$ cat config.mk
export PLATFORM = sky130hd
export DESIGN_NAME = mile_ctrl
export DESIGN_NICKNAME = d
export VERILOG_FILES = /design/src/hdl/mile_pkg.sv /design/src/hdl/mile_ctrl.sv
export SDC_FILE = /design/constraint.sdc
export NUM_CORES = 1
export LEC_CHECK = 0
export ABC_AREA = 1
export ABC_CLOCK_PERIOD_IN_PS = 1750
export BUFFER_PORTS_ARGS = -buffer_cell sky130_fd_sc_hd__buf_2
export CORE_AREA = 2 2 39 41
export CTS_CLUSTER_DIAMETER = 80
export DETAILED_ROUTE_END_ITERATION = 6
export DIE_AREA = 0 0 41 43
export PLACE_DENSITY_LB_ADDON = 0.25
export SYNTH_ARGS = -nofsm -noshare
export SYNTH_HDL_FRONTEND = slang
export SYNTH_SLANG_ARGS = --single-unit
export TNS_END_PERCENT = 1
$ cat constraint.sdc
create_clock -name clk -period 1.75 [get_ports clk]
set_clock_uncertainty 0.15 [all_clocks]
set_input_delay 0.35 -clock clk [delete_from_list [all_inputs] [get_ports clk]]
set_output_delay 0.35 -clock clk [all_outputs]
set_load 0.05 [all_outputs]
$ cat src/hdl/mile_pkg.sv
`default_nettype none
// ----------------------------------------------------------------------------
// mile_pkg - shared types and constants of the moving image LED frame block
// Sizes of the strip and image store, register map, config record, controller
// states and the command/status records between controller and datapath.
// ----------------------------------------------------------------------------
package mile_pkg;

	localparam int MAX_LEDS         = 64;
	localparam int MAX_IMAGE_WIDTH  = 64;
	localparam int MAX_IMAGE_HEIGHT = 256;
	localparam int LED_W            = 6;
	localparam int COL_W            = 6;
	localparam int ROW_W            = 8;
	localparam int ADDR_W           = COL_W + ROW_W;
	localparam int STORE_DEPTH      = MAX_IMAGE_WIDTH * MAX_IMAGE_HEIGHT;
	localparam int RGBA_W           = 32;
	localparam int ITER_W           = 12;
	localparam int POS_W            = 17;
	localparam int PADDR_W          = 5;
	localparam int PDATA_W          = 32;

	localparam logic [POS_W-1:0] ONE_Q16 = 17'd65536;

	// register map, index = paddr[4:2]
	localparam logic [2:0] REG_LED_COUNT        = 3'd0;
	localparam logic [2:0] REG_IMAGE_WIDTH      = 3'd1;
	localparam logic [2:0] REG_IMAGE_HEIGHT     = 3'd2;
	localparam logic [2:0] REG_OBJ_SPAN         = 3'd3;
	localparam logic [2:0] REG_OBJ_CENTRE       = 3'd4;
	localparam logic [2:0] REG_FIRST_FRAME      = 3'd5;
	localparam logic [2:0] REG_ANIMATION_LENGTH = 3'd6;
	localparam logic [2:0] REG_MIRROR_FLAGS     = 3'd7;

	localparam logic KIND_LOAD   = 1'b0;
	localparam logic KIND_RENDER = 1'b1;

	typedef struct packed {
		logic [6:0]         led_count;
		logic [6:0]         image_width;
		logic [8:0]         image_height;
		logic [6:0]         obj_span;
		logic signed [7:0]  obj_centre;
		logic signed [10:0] first_frame;
		logic [11:0]        animation_length;
		logic [1:0]         mirror_flags;
	} cfg_t;

	typedef enum logic [2:0] {
		ST_IDLE,
		ST_MUL,
		ST_EDGE,
		ST_CLIP,
		ST_RUN
	} state_t;

	typedef struct packed {
		logic load;
		logic capture;
		logic mul;
		logic edges;
		logic clip;
		logic issue;
	} ctrl_cmd_t;

	typedef struct packed {
		logic n_zero;
		logic can_issue;
		logic issue_last;
	} dp_stat_t;

endpackage
`default_nettype wire

$ cat src/hdl/mile_ctrl.sv
`default_nettype none
// ----------------------------------------------------------------------------
// mile_ctrl - sequencing of loads and frame renders
// Idle takes loads and stays idle; a render runs multiply, edge, clip, then
// one LED issue per cycle while the datapath has room.
// ----------------------------------------------------------------------------
module mile_ctrl (
	input  wire logic                clk,
	input  wire logic                arst_n,
	input  wire logic                job_valid,
	input  wire logic                job_kind,
	output logic                     job_ready,
	input  wire mile_pkg::dp_stat_t  stat,
	output mile_pkg::ctrl_cmd_t      cmd
);

	mile_pkg::state_t state_q;
	mile_pkg::state_t state_d;
	logic             acc;

	assign acc = job_valid && job_ready;

	always_ff @(posedge clk or negedge arst_n) begin
		if (!arst_n) begin
			state_q <= mile_pkg::ST_IDLE;
		end else begin
			state_q <= state_d;
		end
	end

	always_comb begin
		state_d = state_q;
		case (state_q)
			mile_pkg::ST_IDLE: begin
				if (acc && (job_kind == mile_pkg::KIND_RENDER) && !stat.n_zero) begin
					state_d = mile_pkg::ST_MUL;
				end
			end
			mile_pkg::ST_MUL:  state_d = mile_pkg::ST_EDGE;
			mile_pkg::ST_EDGE: state_d = mile_pkg::ST_CLIP;
			mile_pkg::ST_CLIP: state_d = mile_pkg::ST_RUN;
			mile_pkg::ST_RUN: begin
				if (stat.can_issue && stat.issue_last) begin
					state_d = mile_pkg::ST_IDLE;
				end
			end
			default: state_d = mile_pkg::ST_IDLE;
		endcase
	end

	always_comb begin
		job_ready   = 1'b0;
		cmd         = '0;
		case (state_q)
			mile_pkg::ST_IDLE: begin
				job_ready   = 1'b1;
				cmd.load    = acc && (job_kind == mile_pkg::KIND_LOAD);
				cmd.capture = acc && (job_kind == mile_pkg::KIND_RENDER);
			end
			mile_pkg::ST_MUL:  cmd.mul   = 1'b1;
			mile_pkg::ST_EDGE: cmd.edges = 1'b1;
			mile_pkg::ST_CLIP: cmd.clip  = 1'b1;
			mile_pkg::ST_RUN:  cmd.issue = stat.can_issue;
			default: ;
		endcase
	end

endmodule
`default_nettype wire

# After elaboration in Yosys (flattened, before gate mapping)
# Index checks and enable logic that the tools add are counted.
dict set report word_totals {
  wordCells 25
  out_inout_bits 7
  ff_bits 3
}
dict set report op_classes {
  reduce_logical 8
  bitwise_logic 1
  eq_ne 6
  mux 9
}
# op count
set ops {}
lappend ops {{$pmux W3 S5} 1}
lappend ops {{$eq A3 B2 Y1 const B} 2}
lappend ops {{$mux W3} 2}
lappend ops {{$logic_and A1 B1 Y1} 5}
lappend ops {{$mux W1} 5}
lappend ops {{$ne A2 B2 Y1 const B} 2}
lappend ops {{$eq A3 B1 Y1 const B} 1}
lappend ops {{$eq A3 B3 Y1 const B} 1}
lappend ops {{$logic_not A3 Y1} 1}
lappend ops {{$mux W2} 1}
lappend ops {{$reduce_and A2 Y1} 1}
lappend ops {{$logic_not A1 Y1} 1}
lappend ops {{$not A1 Y1} 1}

# Longest topological paths before layout
dict set report depth {
  depth_word 7
  ltp_mapped 6
}

# Worst setup path before layout
# No wires, ideal clock.
dict set report synth_timing {
  path_kind {reg-to-output}
  startpoint {register state_q[1]}
  endpoint {output cmd[0] (netlist bit)}
  arrival_time_ps 1958
  stages_incl_launch_ff 2
  slack_ps -708
  path_buffers 0
  cell_sequence {dfrtp_1 nor4_1}
}
# item line
set synth_lines {}
lappend synth_lines {{start: declaration} mile_ctrl.sv:17} ;# mile_pkg::state_t state_q;
lappend synth_lines {{start signal: assignment} mile_ctrl.sv:25} ;# state_q <= mile_pkg::ST_IDLE;
lappend synth_lines {{start signal: assignment} mile_ctrl.sv:27} ;# state_q <= state_d;
lappend synth_lines {{end: declaration} mile_ctrl.sv:14} ;# output mile_pkg::ctrl_cmd_t cmd

==> summary.txt <==
Setup path
  • Worst setup EP type: primary output
  • R2r worst-path depth: 4
  • Slowest cell on crit path: dfrtp_1
  • FF-to-FF setup slack: 580 ps
  • Crit Path Category: reg2out
  • Crit path capture: cmd[4]
  • Critical path origin: state_q[2]
  • Critical Path Max Stage Delay: 380 ps
  • Critical path startpoint category: flip-flop
  • R2R Path Start: state_q[0]
  • WP data arrival: 1230 ps
  • CP max FO: 3
  • WP data required: 1250 ps
  • CP cell instances: inv_2 > nand2_4 > nor2_4 > nand2_4 > nor2_4 > buf_6
  • R2R Path End: state_q[1]

Cells and area
  • Nets@finish: 53
  • Max FFs per register: 3
  • Top Registers: state_q: 3 flops
  • Most frequent cells in the layout: buf_2, inv_1, nor2_1, clkbuf_4
  • Diodes inserted: 0
  • Commonest non-fill, non-tap cell in the layout: buf_2
  • Largest register by flop count: state_q
  • Final std cells w/o fill: 61
  • Post-route design area: 383 um2
  • Syn-to-layout area delta: 105%
  • Fillers: 149
  • Share of layout cells above drive strength 1: 0.578
  • Final core utilization: 0.277

Place
  • GPL Wtd Cong: 0.609
  • Post-Place Cells: 56
  • Area post-placement: 307 um2
  • Dpl ws: 109 ps
  • Port Buffers: 13
  • DP HPWL: 370 um

Timing
  • Setup violations, final: 0
  • Least-Margin Pin Slew: 247 ps
  • Final worst path period share: 0.991
  • Hold_ws: 233 ps
  • RSZ-0062 raised after global routing: true
  • Fmax: 577 MHz
  • Worst relative slew slack: 0.836
  • Hold Vio Cnt, Final: 0
  • Setup TNS: 0 ps
  • Slew Limit Fails: 0
  • Min Tclk post-route: 1730 ps
  • Final setup margin: 15.5 ps

Route
  • DR vias: 225
  • DRT Wirelength: 448 um
  • Detailed Routing Iterations Pass 1: 2
  • Post-route ant nets: 0
  • Via/cell ratio: 3.69
  • Routed len/inst: 7.34 um
  • Detailed Route Iter0 Violations: 1
  • DR DRC count: 0

Clock tree
  • Clk Latency, worst-skew pair: 230 ps
  • Clk buf depth: 2
  • Clock Pin Slew Worst Setup and Hold Paths: 40 ps
  • H-tree Lvls: 1
  • Root buffer cell: clkbuf_4
  • CTS tree: yes
  • CTS Buf Count: 3
  • Clk sinks: 3

Global route
  • Largest net degree at the start of global routing: 5
  • GRT Util Overall: 0.0685
  • Global-route wire length before repair: 793 um
  • Vias in the first global route: 217
  • Initial antenna violation count: 0
  • GRT overflow: 0

Power
  • Leak pwr: 0.197 nW
  • Pwr Density: 1980 nW/um2
  • Peak supply drop: 0.688 mV
  • Overall power: 0.759 mW

Floorplan
  • Die area: 1760 um2
  • Die W: 41 um
  • Row cnt: 14
  • Top Ports: 14
  • Initial Util: 0.135
  • Die Ht: 43 um
  • Core Region: 1380 um2

Logic synthesis
  • Syn_nets: 34
  • Synth warnings: 0
  • Mapped Cells: 27
  • FF+latch count, synth: 3
  • Post-synth cell types: 13
  • Mapped Avg Cell Area: 6.90 um2
  • Sequential-to-total area share from yosys stat: 0.403
  • Mapped Area: 186 um2

Min path
  • Worst hold path class: in2reg

Run
  • Max-cap viol count: 0

Status
  • Status: completed
## synth_stat cells (all sizes together)
cell type,number,share of area
nand4,1,0.034
o31ai,1,0.040
or2,1,0.034
nand2,5,0.11
nor2,7,0.15
inv,6,0.12
buf,1,0.040
o21ai,1,0.027
dfrtp,3,0.40
nor4,1,0.034
## cell families after synthesis
| family | count (synthesis) | share of synthesized area |
|---|---|---|
| flip-flops | 3 | 0.403 |
| AND/OR/NAND/NOR | 15 | 0.369 |
| buffers and inverters | 7 | 0.161 |
| AO/OA/AOI/OAI | 2 | 0.0671 |
## where the power goes
group          switching (mW)  internal [mW]  total, mW
sequential             0.0337          0.102      0.135
clock                  0.0343         0.0853      0.120
combinational           0.349          0.155      0.504
## worst min-delay path by stage
| stage | startpoint | cells past startpoint | endpoint |
|---|---|---|---|
| CTS | stat[2] | 4 | state_q[0] |
| finish | stat[2] | 4 | state_q[0] |
| floorplan | arst_n | 0 | state_q[0] |
| global route | stat[2] | 4 | state_q[0] |
| detailed placement | arst_n | 1 | state_q[2] |
| global placement | arst_n | 1 | state_q[2] |
## critical path: cells and delay by family, from the launching register on
family	cells	cell delay, ps
simple gates	4	350
flops	1	380
buf+inv	2	270
## routing by layer
layer	up-vias	wire (um)	global-route usage
met5	-	0	0
met4	0	0	0.0600
met3	0	29	0.0157
met2	10	215	0.100
met1	98	203	0.0779
li1	117	-	-
## what timing repair did
item / CTS / global route
gates cloned: 0 / 0
pin swaps: 0 / 0
setup endpoints to repair: 4 / 6
resized for setup: 9 / 5
hold endpoints to repair: 3 / 0
hold buffers: 1 / 0
setup buffers: 0 / 0
## final cells by class
type / instances / area [um2] / area share
Clock buffer: 4 / 26.3 / 0.0686
Inverter: 6 / 22.5 / 0.0588
Multi-Input combinational cell: 17 / 129 / 0.337
Sequential cell: 3 / 76.3 / 0.199
Tap cell: 16 / 20.0 / 0.0523
Timing Repair Buffer: 15 / 109 / 0.284
Power figures use the tool's default switching activity.
