**config.mk**
```make
export PLATFORM = sky130hd
export DESIGN_NAME = mile_cfg
export DESIGN_NICKNAME = d
export VERILOG_FILES = /design/src/hdl/mile_pkg.sv /design/src/hdl/mile_cfg.sv
export SDC_FILE = /design/constraint.sdc
export NUM_CORES = 1
export LEC_CHECK = 0
export BUFFER_PORTS_ARGS = -buffer_cell sky130_fd_sc_hd__buf_2
export CAP_MARGIN = 20
export CORE_MARGIN = 2
export CORE_UTILIZATION = 45
export CTS_BUF_LIST = sky130_fd_sc_hd__clkbuf_4 sky130_fd_sc_hd__clkbuf_8 sky130_fd_sc_hd__clkbuf_16
export DETAILED_ROUTE_END_ITERATION = 16
export PLACE_DENSITY = 0.87
export SETUP_SLACK_MARGIN = 0.3
export SLEW_MARGIN = 10
export SYNTH_ARGS = -nofsm -noshare
export SYNTH_HDL_FRONTEND = slang
export SYNTH_SLANG_ARGS = --single-unit
```
**constraint.sdc**
```tcl
create_clock -name clk -period 1.9 [get_ports clk]
set_input_delay 0.38 -clock clk [delete_from_list [all_inputs] [get_ports clk]]
set_output_delay 0.38 -clock clk [all_outputs]
set_load 0.02 [all_outputs]
```
**src/hdl/mile_pkg.sv**
```systemverilog
`default_nettype none
// ----------------------------------------------------------------------------
// mile_pkg - shared types and constants of the moving image LED frame block
// Sizes of the strip and image store, register map, config record, controller
// states and the command/status records between controller and datapath.
// ----------------------------------------------------------------------------
package mile_pkg;

	localparam int MAX_LEDS         = 64;
	localparam int MAX_IMAGE_WIDTH  = 64;
	localparam int MAX_IMAGE_HEIGHT = 256;
	localparam int LED_W            = 6;
	localparam int COL_W            = 6;
	localparam int ROW_W            = 8;
	localparam int ADDR_W           = COL_W + ROW_W;
	localparam int STORE_DEPTH      = MAX_IMAGE_WIDTH * MAX_IMAGE_HEIGHT;
	localparam int RGBA_W           = 32;
	localparam int ITER_W           = 12;
	localparam int POS_W            = 17;
	localparam int PADDR_W          = 5;
	localparam int PDATA_W          = 32;

	localparam logic [POS_W-1:0] ONE_Q16 = 17'd65536;

	// register map, index = paddr[4:2]
	localparam logic [2:0] REG_LED_COUNT        = 3'd0;
	localparam logic [2:0] REG_IMAGE_WIDTH      = 3'd1;
	localparam logic [2:0] REG_IMAGE_HEIGHT     = 3'd2;
	localparam logic [2:0] REG_OBJ_SPAN         = 3'd3;
	localparam logic [2:0] REG_OBJ_CENTRE       = 3'd4;
	localparam logic [2:0] REG_FIRST_FRAME      = 3'd5;
	localparam logic [2:0] REG_ANIMATION_LENGTH = 3'd6;
	localparam logic [2:0] REG_MIRROR_FLAGS     = 3'd7;

	localparam logic KIND_LOAD   = 1'b0;
	localparam logic KIND_RENDER = 1'b1;

	typedef struct packed {
		logic [6:0]         led_count;
		logic [6:0]         image_width;
		logic [8:0]         image_height;
		logic [6:0]         obj_span;
		logic signed [7:0]  obj_centre;
		logic signed [10:0] first_frame;
		logic [11:0]        animation_length;
		logic [1:0]         mirror_flags;
	} cfg_t;

	typedef enum logic [2:0] {
		ST_IDLE,
		ST_MUL,
		ST_EDGE,
		ST_CLIP,
		ST_RUN
	} state_t;

	typedef struct packed {
		logic load;
		logic capture;
		logic mul;
		logic edges;
		logic clip;
		logic issue;
	} ctrl_cmd_t;

	typedef struct packed {
		logic n_zero;
		logic can_issue;
		logic issue_last;
	} dp_stat_t;

endpackage
`default_nettype wire

```
**src/hdl/mile_cfg.sv**
```systemverilog
`default_nettype none
// ----------------------------------------------------------------------------
// mile_cfg - configuration registers
// APB-style write/read of the eight setup registers, 4-byte stride.
// ----------------------------------------------------------------------------
module mile_cfg (
	input  wire logic                           clk,
	input  wire logic                           arst_n,
	input  wire logic                           psel,
	input  wire logic                           penable,
	input  wire logic                           pwrite,
	input  wire logic [mile_pkg::PADDR_W-1:0]   paddr,
	input  wire logic [mile_pkg::PDATA_W-1:0]   pwdata,
	output logic      [mile_pkg::PDATA_W-1:0]   prdata,
	output logic                                pready,
	output mile_pkg::cfg_t                      cfg
);

	mile_pkg::cfg_t cfg_q;
	logic           wr_en;
	logic [2:0]     idx;

	assign pready = 1'b1;
	assign wr_en  = psel && penable && pwrite;
	assign idx    = paddr[4:2];
	assign cfg    = cfg_q;

	always_ff @(posedge clk or negedge arst_n) begin
		if (!arst_n) begin
			cfg_q.led_count        <= 7'd46;
			cfg_q.image_width      <= 7'd64;
			cfg_q.image_height     <= 9'd256;
			cfg_q.obj_span         <= 7'd0;
			cfg_q.obj_centre       <= 8'sd0;
			cfg_q.first_frame      <= 11'sd0;
			cfg_q.animation_length <= 12'd256;
			cfg_q.mirror_flags     <= 2'd0;
		end else if (wr_en) begin
			case (idx)
				mile_pkg::REG_LED_COUNT:        cfg_q.led_count        <= pwdata[6:0];
				mile_pkg::REG_IMAGE_WIDTH:      cfg_q.image_width      <= pwdata[6:0];
				mile_pkg::REG_IMAGE_HEIGHT:     cfg_q.image_height     <= pwdata[8:0];
				mile_pkg::REG_OBJ_SPAN:         cfg_q.obj_span         <= pwdata[6:0];
				mile_pkg::REG_OBJ_CENTRE:       cfg_q.obj_centre       <= $signed(pwdata[7:0]);
				mile_pkg::REG_FIRST_FRAME:      cfg_q.first_frame      <= $signed(pwdata[10:0]);
				mile_pkg::REG_ANIMATION_LENGTH: cfg_q.animation_length <= pwdata[11:0];
				mile_pkg::REG_MIRROR_FLAGS:     cfg_q.mirror_flags     <= pwdata[1:0];
				default: ;
			endcase
		end
	end

	always_comb begin
		case (idx)
			mile_pkg::REG_LED_COUNT:        prdata = {25'd0, cfg_q.led_count};
			mile_pkg::REG_IMAGE_WIDTH:      prdata = {25'd0, cfg_q.image_width};
			mile_pkg::REG_IMAGE_HEIGHT:     prdata = {23'd0, cfg_q.image_height};
			mile_pkg::REG_OBJ_SPAN:         prdata = {25'd0, cfg_q.obj_span};
			mile_pkg::REG_OBJ_CENTRE:       prdata = {24'd0, cfg_q.obj_centre};
			mile_pkg::REG_FIRST_FRAME:      prdata = {21'd0, cfg_q.first_frame};
			mile_pkg::REG_ANIMATION_LENGTH: prdata = {20'd0, cfg_q.animation_length};
			mile_pkg::REG_MIRROR_FLAGS:     prdata = {30'd0, cfg_q.mirror_flags};
			default:                        prdata = '0;
		endcase
	end

endmodule
`default_nettype wire

```
* Word-level counts from Yosys, hierarchy flattened *
Index checks and enable logic that the tools add are counted.

storage, ports and cells
  register bits = 63
  output and inout bits = 96
  logic and storage cells = 27

cells by class
  multiplexer cells = 1
  equality and inequality tests = 7
  reduce and logical (&&, ||, !) cells = 11

operators by type and width
  kind                count
  $pmux 32 s8         1
  $reduce_and 2->1    8
  $eq 3x3->1 const B  4
  $eq 3x2->1 const B  2
  $eq 3x1->1 const B  1
  $logic_not 3->1     1
  $logic_and 1x1->1   2

* Longest topological paths before layout *
Gate-level depths: netlist of run 1.

  depth in word-level cells = 3
  gate-level depth with buffers = 6

* Worst setup path after synthesis of run 1 *
Ideal clock, no wire load.

  kind = in2out
  start = input paddr[3] (netlist bit)
  end = output prdata[3] (netlist bit)
  data required time = 1.520 ns
  stages = 6
  path slack = -0.149 ns
  data arrival time = 1.669 ns
  cells stage by stage = buf_2 buf_2 buf_4 mux2i_1 a2bb2oi_1 o21ai_0

on the way
  longest elaborated chain between the ends = 2
  elaborated cells between the ends (all ways) = 9
  classes of those cells = eq/ne (7); mux (1); reduce/logical (1)

RTL lines
  element                             RTL line        source
  start: declaration                  mile_cfg.sv:12  input wire logic [mile_pkg::PADDR_W-1:0] paddr,
  $eq 3x3->1 (tied with other cells)  mile_cfg.sv:54  case (idx)
  $pmux 32 s8 *                       mile_cfg.sv:54
  end: declaration                    mile_cfg.sv:14  output logic [mile_pkg::PDATA_W-1:0] prdata,

Mark *: on every way between the ends. The rest lies on a longest branch, timed or not. The select of a mux whose other input is x is not followed.

* Worst setup path after layout of run 1 *
  start = register cfg_q, in the netlist cfg[54]
  end = output prdata[5] (netlist bit)

on the way
  longest elaborated chain between the ends = 1

RTL lines
  element             RTL line        source
  start: declaration  mile_cfg.sv:19  mile_pkg::cfg_t cfg_q;
  $pmux 32 s8         mile_cfg.sv:54

Every way passes these cells. The select of a mux whose other input is x is not followed.

==> impl_results.md, run 1 <==
* GRT Total Usage at 0.227
* Setup TNS at 0 ps
* Avg Cell Area, Syn at 13.6 µm²
* Number of fill cells at 503
* Worst Path Max Fanout at 3
* Starting Density at 0.465
* Internal power at 2.90 mW
* CP arrival at 1520 ps
* Slew Limit Fails at 0
* Yosys cell types at 34
* Syn Std Cell Area at 0.00314 mm²
* Largest net degree at the start of global routing at 31
* Synth area leader: dfrtp_1
* Max Cap Viol at 0
* First-pass GRT wire length at 12900 µm
* Power per Cell Area at 1000 mW/mm²
* Max FFs per register at 63
* Diode count at 0
* Buffers added on ports at 94
* Initial antenna violation count at 0
* CP Launch Type: flip-flop
* Net Sw Frac at 0.347
* Via density at 5.23
* Chip width at 87.6 µm
* Status: finished, final reports clean
* Layout cell share with drive strength beyond 1 at 0.694
* Final RePlAce weighted congestion at 0.765
* Syn. warnings at 0
* Commonest cells post-synth: 56 x dfrtp_1, 53 x mux2_2, 22 x buf_4
* Core area at 0.00676 mm²
* Post-route clock period utilization at 0.998
* Top post-synthesis cells by area: dfrtp_1 45%, mux2_2 19%, dfstp_2 5.9%
* Most frequent cell after synthesis: dfrtp_1
* Fin. Hold Viols at 0
* Transition time of the tightest slew-check pin at 580 ps
* DRT Wirelength at 8560 µm
* Number of H-tree levels at 3
* CTS root buf: clkbuf_8
* Skew final at 0 ps
* Worst-skew pair later-pin latency at 330 ps
* DRT iter0 DRCs at 104
* Area grow syn2layout at 40.9%
* Synth async-reset ratio at 1.00
* Max Freq at 528 MHz
* CTS Buf Count at 9
* Final min period at 1900 ps
* Clk slew on worst S/H paths at 70 ps
* CTS tree: yes
* Final setup fails at 0
* Most used flip-flop cell after synthesis: dfrtp_1
* Post-synthesis sequential area ratio at 0.505
* Pwr Total at 4.44 mW
* Reg area at 0.00159 mm²
* Setup crit end kind: primary output
* Die Area at 0.00767 mm²
* WL/cell at 18.4 µm
* Post-Syn Instances at 231
* Final core utilization at 0.655
* Flop pwr share at 0.409
* # DRC at 0
* Hold Crit Class: in -> async
* Gr ovfl total at 0
* Nets at 423
* Num rows at 30
* Number of global-route vias before repair at 2389
* RSZ-0062 raised after global routing: yes
* Yosys reg bits at 63
* Leak at 2.28 nW
* I/O Pins at 138
* Hpwl dp at 5820 µm
* Via count at 2434
* NetSw at 1.54 mW
* Top cell type's share of synthesized area at 0.446
* CP Class: reg -> out
* Power share of the clock group at 0.229
* Die height at 87.6 µm
* CTS Buffer Depth at 2
* Worst VDD drop at 724 µV
* Final ANT Viol Nets at 0
* R2r worst-path depth at 3
* Area of the multi-input gates at 0.00149 mm²
* TritonCTS Sinks at 63
* Combinational power share at 0.363
* Worst slew margin at 0.613
* Post-synth EDFFs at 0
* TritonRoute pass-1 iters at 5
* Critical Path RT at 1520 ps
==> power groups by stage <==
stage | clock network, mW | registers [mW] | logic, mW
floorplan | 0 | 2.15 | 0.571
global placement | 0 | 1.83 | 1.31
detailed placement | 0 | 1.85 | 1.34
CTS | 1.03 | 1.80 | 1.58
global route | 1.10 | 1.84 | 1.70
finish | 1.01 | 1.81 | 1.61
==> layout make-up <==
type                       instances  share of cell area
clock buffer                      11              0.0328
tap                               80              0.0226
multi-input combinational        151               0.336
sequential                        63               0.358
inverter                           3             0.00254
timing repair buffer             153               0.243
clock inverter                     4             0.00509
==> cell usage in the layout, fill, tap and decap left out, types with 3 or more instances in the layout <==
master    Yosys  routed
inv_1         3       3
clkinv_2      0       3
mux2_1        6       6
a22oi_1       3       3
mux4_2        7       7
dfstp_2       7       7
buf_6         2      10
mux2_4        7       9
a22o_1        3       3
mux2_2       53      51
mux2i_1       4       4
dfrtp_1      56      56
buf_4        22      55
nor2_1        7       5
nand2_2       0       7
buf_12        0       4
buf_2         6      82
conb_1        2      21
nor2_2        3       5
clkbuf_8      0      10
==> path summary, 6_finish.rpt <==
path	end	slack (ps)	from
min in group clk	cfg[13]$_DFFE_PN0P_	280	pwdata[11]
setup / recovery	prdata[5]	4	cfg[54]$_DFFE_PN0P_
hold reg to reg	cfg[13]$_DFFE_PN0P_	520	cfg[13]$_DFFE_PN0P_
max in group asynchronous	cfg[10]$_DFFE_PN1P_	1180	arst_n
setup reg to reg	cfg[1]$_DFFE_PN0P_	880	cfg[1]$_DFFE_PN0P_
hold / removal	cfg[41]$_DFFE_PN0P_	30	arst_n
==> worst max-delay path, cell delays in order (launching register included) <==
cell	delay [ps]
dfrtp_1	410
mux4_2	480
nor2_2	110
a21oi_2	50
buf_6	140
==> timing repair <==
action | 4_1_cts | 5_1_grt
endpoints found under the setup margin | 18 | 11
gates cloned | 1 | 0
setup buffers | 22 | 3
resized for setup | 37 | 7
pin swaps | 8 | 2
hold buffers | 0 | 0
==> kinds of logic after synthesis <==
| group | count (synthesis) | synth area share |
|---|---|---|
| compound gates | 18 | 0.0430 |
| buf+inv | 36 | 0.0765 |
| flops | 63 | 0.505 |
| mux | 77 | 0.308 |
| other cells | 2 | 0.00239 |
| simple gates | 35 | 0.0657 |
==> layer usage <==
metal,part of all wire,vias up,track usage
met4,0.025,0,0.0937
met2,0.50,105,0.377
met1,0.42,1220,0.290
met3,0.054,18,0.0462
met5,0,-,0
li1,-,1091,-
==> stage by stage <==
stage | hold slack (ps) | setup slack (ps) | std cells | area, µm²
detailed placement | 401 | -155 | 424 | 3880
finish | 33.5 | 4.49 | 465 | 4430
floorplan | 84.4 | 182 | 250 | 3280
global placement | 382 | -126 | 424 | 3880
CTS | 35.8 | 18.0 | 462 | 4380
global route | 61.3 | -39.2 | 465 | 4430
No activity file was read; power rests on OpenSTA's default activity.
==> inputs of run 2 (changes only) <==
--- a/config.mk
+++ b/config.mk
@@ -8,7 +8,7 @@
 export BUFFER_PORTS_ARGS = -buffer_cell sky130_fd_sc_hd__buf_2
 export CAP_MARGIN = 20
 export CORE_MARGIN = 2
-export CORE_UTILIZATION = 45
+export CORE_UTILIZATION = 43
 export CTS_BUF_LIST = sky130_fd_sc_hd__clkbuf_4 sky130_fd_sc_hd__clkbuf_8 sky130_fd_sc_hd__clkbuf_16
 export DETAILED_ROUTE_END_ITERATION = 16
 export PLACE_DENSITY = 0.87
==> constraint.sdc (replaced) <==
create_clock -name clk -period 1.7 [get_ports clk]
set_input_delay 0.34 -clock clk [delete_from_list [all_inputs] [get_ports clk]]
set_output_delay 0.34 -clock clk [all_outputs]
set_load 0.02 [all_outputs]
==> impl_results.md, run 2 (synthesis results as in run 1) <==
* Status: complete, but fails checks
* Failing checks: setup timing
* Power share of the clock group at 0.256 (+0.027)
* I/O Pins at 138 (unchanged)
* Critical Path RT at 1360 ps (-160 ps)
* Worst VDD drop at 707 µV (-2.4%)
* Hold Crit Class: in -> async
* Leak at 2.43 nW (+6.6%)
* Commonest non-fill, non-tap cell in the layout: buf_2
* GRT Total Usage at 0.222 (-0.00457)
* Max Cap Viol at 0 (unchanged)
* Final min period at 1850 ps
* Post-route clock period utilization at 1.09
* Global route hottest layer: met2
* Number of H-tree levels at 3 (unchanged)
* TritonCTS Sinks at 63 (unchanged)
* CP Launch Type: flip-flop
* Via count at 2499 (+2.7%)
* Layout cell share with drive strength beyond 1 at 0.730 (+0.0366)
* R2R Setup Slk at 680 ps (-200 ps)
* Pwr Total at 5.39 mW (+21%)
* Met2 usage at 0.343 (-0.0340)
* RSZ-0062 raised after global routing: yes
* Power per Cell Area at 1120 mW/mm² (+11%)
* Worst-skew pair later-pin latency at 340 ps (about the same)
* M3 GR Usage at 0.0480 (+0.00183)
* TritonRoute pass-1 iters at 4 (-1)
* Via density at 5.12 (-2.2%)
* Largest net degree at the start of global routing at 64 (+110%)
* CP Class: reg -> out
* Final WS setup at -151 ps (-155 ps)
* Setup crit end kind: primary output
* Nets at 426 (+0.71%)
* Fin. Hold Viols at 0 (unchanged)
* # DRC at 0 (unchanged)
* Buffers added on ports at 94 (unchanged)
* Combinational power share at 0.365 (+0.002)
* Internal power at 3.62 mW (+25%)
* Hpwl dp at 5700 µm (-1.9%)
* NetSw at 1.77 mW (+15%)
* Skew final at 0 ps (unchanged)
* Number of global-route vias before repair at 2395 (+0.25%)
* First-pass GRT wire length at 12800 µm (-0.16%)
* CTS Buf Count at 9 (unchanged)
* Chip width at 89.5 µm (+2.2%)
* Diode count at 0 (unchanged)
* Net Sw Frac at 0.328 (-0.0192)
* Max Freq at 540 MHz
* Slew Limit Fails at 0 (unchanged)
* WL/cell at 18.3 µm (-0.82%)
* Setup TNS at -815 ps (-815 ps)
* DRT Wirelength at 8910 µm (+4.1%)
* Gr ovfl total at 0 (unchanged)
* CTS Buffer Depth at 2 (unchanged)
* Max FFs per register at 63 (unchanged)
* Num rows at 31 (+3.3%)
* Core area at 0.00718 mm² (+6.2%)
* Area grow syn2layout at 53.6%
* Dpl ws at -304 ps (-149 ps)
* CTS tree: yes
* Final setup fails at 7 (+7)
* CTS root buf: clkbuf_8
* Transition time of the tightest slew-check pin at 496 ps (-84.2 ps)
* Die Area at 0.00801 mm² (+4.4%)
* Most frequent cells in the layout: 69 x buf_2, 56 x dfrtp_1, 45 x buf_4
* Initial antenna violation count at 0 (unchanged)
* Worst Path Max Fanout at 3 (unchanged)
* Final RePlAce weighted congestion at 0.739 (-3.4%)
* Worst slew margin at 0.666 (+0.0531)
* Flop pwr share at 0.379 (-0.030)
* Starting Density at 0.438 (-0.0272)
* CP arrival at 1510 ps (about the same)
* Number of fill cells at 522 (+3.8%)
* DRT iter0 DRCs at 108 (+3.8%)
* M1 GR Usage at 0.307 (+0.0164)
* Final ANT Viol Nets at 0 (unchanged)
* Clk slew on worst S/H paths at 70 ps (about the same)
* Die height at 89.5 µm (+2.2%)
[run 2: cell types whose count changed in the layout (fill, tap and decap cells not counted), sizes merged]
| cell | change |
|---|---|
| buf | +2 |
| bufbuf | -1 |
| bufinv | +1 |
| clkbuf | +4 |
| clkinv | -1 |
| clkinvlp | -1 |
[run 2: power by group through the flow]
| stage | Clock, mW | Combinational [mW] | Sequential [mW] |
|---|---|---|---|
| after floorplan | 0 | 0.669 | 2.40 |
| after global placement | 0 | 1.50 | 2.05 |
| after detailed placement | 0 | 1.53 | 2.07 |
| after CTS | 1.39 | 1.80 | 2.02 |
| after global routing | 1.46 | 2.09 | 2.08 |
| final | 1.38 | 1.96 | 2.04 |
[run 2: layout make-up]
type	count	area [µm²]	area share
Inverter	3	11.3	0.00233
Clock buffer	13	173	0.0358
Sequential cell	63	1590	0.328
Tap cell	99	124	0.0257
Timing Repair Buffer	156	1260	0.261
Clock inverter	3	40.0	0.00829
Multi-Input combinational cell	151	1640	0.339
[run 2: layer usage]
metal | routed length (µm) | up-vias
li1 | - | 1109
met1 | 3870 | 1282
met2 | 4360 | 89
met3 | 492 | 19
met4 | 190 | 0
met5 | 0 | -
[run 2: critical path: stages (launching register included)]
cell,delay [ps]
dfrtp_1,400
mux2_2,290
a32oi_2,200
a31oi_2,100
buf_2,170
[run 2: per-stage QoR]
stage,instance area (µm²),cells,hold slack (ps),utilization
6_report,4830,488,3.96,0.673
5_1_grt,4830,488,38.9,0.673
4_1_cts,4570,479,14.1,0.637
3_5_place_dp,3980,442,378,0.554
3_3_place_gp,3980,442,378,0.554
2_1_floorplan,3360,250,44.4,-
[run 2: worst paths after layout]
check / from / end / depth (start not counted)
setup / recovery: cfg[8]$_DFFE_PN0P_ / prdata[6] / 4
hold / removal: arst_n / cfg[56]$_DFFE_PN0P_ / 2
setup reg to reg: cfg[5]$_DFFE_PN0P_ / cfg[5]$_DFFE_PN0P_ / 3
hold reg to reg: cfg[37]$_DFFE_PN0P_ / cfg[37]$_DFFE_PN0P_ / 1
max in group asynchronous: arst_n / cfg[55]$_DFFE_PN1P_ / 2
min in group clk: pwdata[9] / cfg[11]$_DFFE_PN0P_ / 2
[run 2: timing repair]
action / 4_1_cts / 5_1_grt
setup endpoints to repair: 57 / 45
gates cloned: 0 / 2
resized for setup: 62 / 45
pin swaps: 9 / 4
setup buffers: 21 / 7
hold buffers: 0 / 0
==> inputs of run 3 (changes only) <==
--- a/config.mk
+++ b/config.mk
@@ -11,7 +11,7 @@
 export CORE_UTILIZATION = 43
 export CTS_BUF_LIST = sky130_fd_sc_hd__clkbuf_4 sky130_fd_sc_hd__clkbuf_8 sky130_fd_sc_hd__clkbuf_16
 export DETAILED_ROUTE_END_ITERATION = 16
-export PLACE_DENSITY = 0.87
+export PLACE_DENSITY = 0.86
 export SETUP_SLACK_MARGIN = 0.3
 export SLEW_MARGIN = 10
 export SYNTH_ARGS = -nofsm -noshare
==> impl_results.md, run 3 (synthesis results as in run 1) <==
* Gr ovfl total at 0 (unchanged)
* Combinational power share at 0.381 (+0.016)
* Final core utilization at 0.664 (-0.00889)
* GRT Total Usage at 0.225 (+0.00276)
* TritonCTS Sinks at 63 (unchanged)
* Number of global-route vias before repair at 2518 (+5.1%)
* Hold Crit Class: in -> async
* Internal power at 3.47 mW (-4.1%)
* CP Class: reg -> out
* WP buf/inv at 1 (unchanged)
* DRT iter0 DRCs at 87 (-19%)
* Max FFs per register at 63 (unchanged)
* NetSw at 1.77 mW (+0.13%)
* Worst-skew pair later-pin latency at 330 ps (about the same)
* Reg-to-reg startpoint: cfg[31]$_DFFE_PN0P_
* WL/cell at 18.4 µm (+0.91%)
* Worst VDD drop at 629 µV (-11%)
* Post-CTS Hold Buffers at 0 (unchanged)
* Power share of the clock group at 0.228 (-0.028)
* CTS Buf Count at 9 (unchanged)
* Worst Path Max Fanout at 2 (-1)
* Core area at 0.00718 mm² (unchanged)
* Flop pwr share at 0.391 (+0.012)
* Most frequent cells in the layout: 66 x buf_2, 58 x buf_4, 56 x dfrtp_1
* Nets at 436 (+2.3%)
* Power per Cell Area at 1100 mW/mm² (-1.4%)
* Pwr Total at 5.24 mW (-2.7%)
* Number of H-tree levels at 3 (unchanged)
* First-pass GRT wire length at 13100 µm (+2.3%)
* Post-route clock period utilization at 1.08 (-0.0112)
* Leak at 2.42 nW (-0.71%)
* Fin. Hold Viols at 0 (unchanged)
* Die height at 89.5 µm (unchanged)
* Hpwl dp at 5890 µm (+3.2%)
* CP arrival at 1490 ps (-20 ps)
* Slew Limit Fails at 0 (unchanged)
* Commonest non-fill, non-tap cell in the layout: buf_2
* Placed insts at 448 (+1.4%)
* Setup crit end kind: primary output
* CP Launch Type: flip-flop
* Slowest CP cell: mux4_2
* Critical Path RT at 1360 ps (about the same)
* CTS tree: yes
* Buffers added on ports at 94 (unchanged)
* CTS root buf: clkbuf_8
* I/O Pins at 138 (unchanged)
* Final WS setup at -132 ps (+19.1 ps)
* Finished Layout Cells at 498 (+2.0%)
* Starting Density at 0.438 (unchanged)
* Area grow syn2layout at 51.6%
* Cell Chain, Critical Path: mux4_2 -> nand2_2 -> o21ai_2 -> buf_6
* Via density at 5.17 (+0.93%)
* Critical path's top delay family: multiplexers
* R2R Setup Slk at 670 ps (about the same)
* RSZ-0062 raised after global routing: yes
* Net Sw Frac at 0.338 (+0.00963)
* CTS Buffer Depth at 2 (unchanged)
* Chip width at 89.5 µm (unchanged)
* # DRC at 0 (unchanged)
* Placement Cell Area at 0.00400 mm² (+0.50%)
* Skew final at 0 ps (unchanged)
* Max Freq at 546 MHz (+1.0%)
* Final setup fails at 8 (+1)
* Worst R2R End: cfg[31]$_DFFE_PN0P_
* Final min period at 1830 ps (-19.1 ps)
* Status: complete, but fails checks
* TritonRoute pass-1 iters at 6 (+2)
* Largest net degree at the start of global routing at 64 (unchanged)
* Max Cap Viol at 0 (unchanged)
* Via count at 2574 (+3.0%)
* Final Instance Area at 0.00476 mm² (-1.3%)
* Diode count at 0 (unchanged)
* Final RePlAce weighted congestion at 0.752 (+1.8%)
* Critical path origin: cfg[60]$_DFFE_PN0P_
* Failing checks: setup timing
* Num rows at 31 (unchanged)
* Layout cell share with drive strength beyond 1 at 0.732 (+0.00175)
* DRT Wirelength at 9180 µm (+3.0%)
* Clk slew on worst S/H paths at 70 ps (about the same)
* Die Area at 0.00801 mm² (unchanged)
* Max incr delay on CP at 490 ps (+90 ps)
* R2r worst-path depth at 3 (unchanged)
* Number of fill cells at 521 (-0.19%)
* Initial antenna violation count at 0 (unchanged)
* Final ANT Viol Nets at 0 (unchanged)
-- run 3: changes by cell type in the layout (fill, tap and decap cells not counted), moves of 2 or more --
cell	delta
nor2_2	+2
clkbuf_16	-2
buf_2	-3
mux2_2	+16
buf_6	+3
clkbuf_8	-2
clkbuf_4	+4
mux2_4	-16
buf_4	+13
nand2_2	+2
-- run 3: how the worst max path moves through the flow --
stage	slack, ps	end	cells past startpoint
3_3_place_gp	-280	prdata[8]	6
6_report	-130	prdata[4]	4
3_5_place_dp	-300	prdata[8]	6
2_1_floorplan	60	prdata[2]	5
4_1_cts	-180	prdata[5]	4
5_1_grt	-180	prdata[6]	4
-- run 3: metal layers --
| metal | track usage | vias up | routed length (µm) |
|---|---|---|---|
| li1 | - | 1115 | - |
| met1 | 0.280 | 1328 | 3720 |
| met2 | 0.376 | 106 | 4700 |
| met3 | 0.0545 | 25 | 525 |
| met4 | 0.0923 | 0 | 233 |
| met5 | 0 | - | 0 |
-- run 3: worst register-to-register path: cells and delay by family (launching register included) --
kind,cells,cell delay [ps]
flops,1,400
mux,1,250
buf+inv,2,270
-- run 3: layout make-up --
| class | count | area, µm² | share of cell area |
|---|---|---|---|
| inverter | 3 | 11.3 | 0.00236 |
| sequential | 63 | 1590 | 0.333 |
| clock inverter | 1 | 5.00 | 0.00105 |
| clock buffer | 15 | 175 | 0.0368 |
| multi-input combinational | 151 | 1550 | 0.326 |
| tap | 99 | 124 | 0.0260 |
| timing repair buffer | 166 | 1310 | 0.275 |
-- run 3: power by group through the flow --
stage	Sequential, mW	Combinational (mW)	Clock [mW]
2_1_floorplan	2.40	0.669	0
3_3_place_gp	2.05	1.51	0
3_5_place_dp	2.07	1.54	0
4_1_cts	2.02	1.82	1.22
5_1_grt	2.08	2.12	1.28
6_report	2.05	1.99	1.20
-- run 3: through the flow --
stage | setup TNS, ps | hold slack [ps] | setup slack, ps
final | -787 | 10.3 | -132
after global routing | -1150 | 24.9 | -178
after global placement | -7530 | 371 | -281
after detailed placement | -8830 | 379 | -304
after CTS | -825 | 7.05 | -184
after floorplan | 0 | 44.4 | 62.1
-- run 3: what timing repair did --
| action | CTS | global route |
|---|---|---|
| endpoints found under the setup margin | 47 | 28 |
| resized for setup | 53 | 43 |
| buffers inserted | 26 | 8 |
| pin swaps | 11 | 6 |
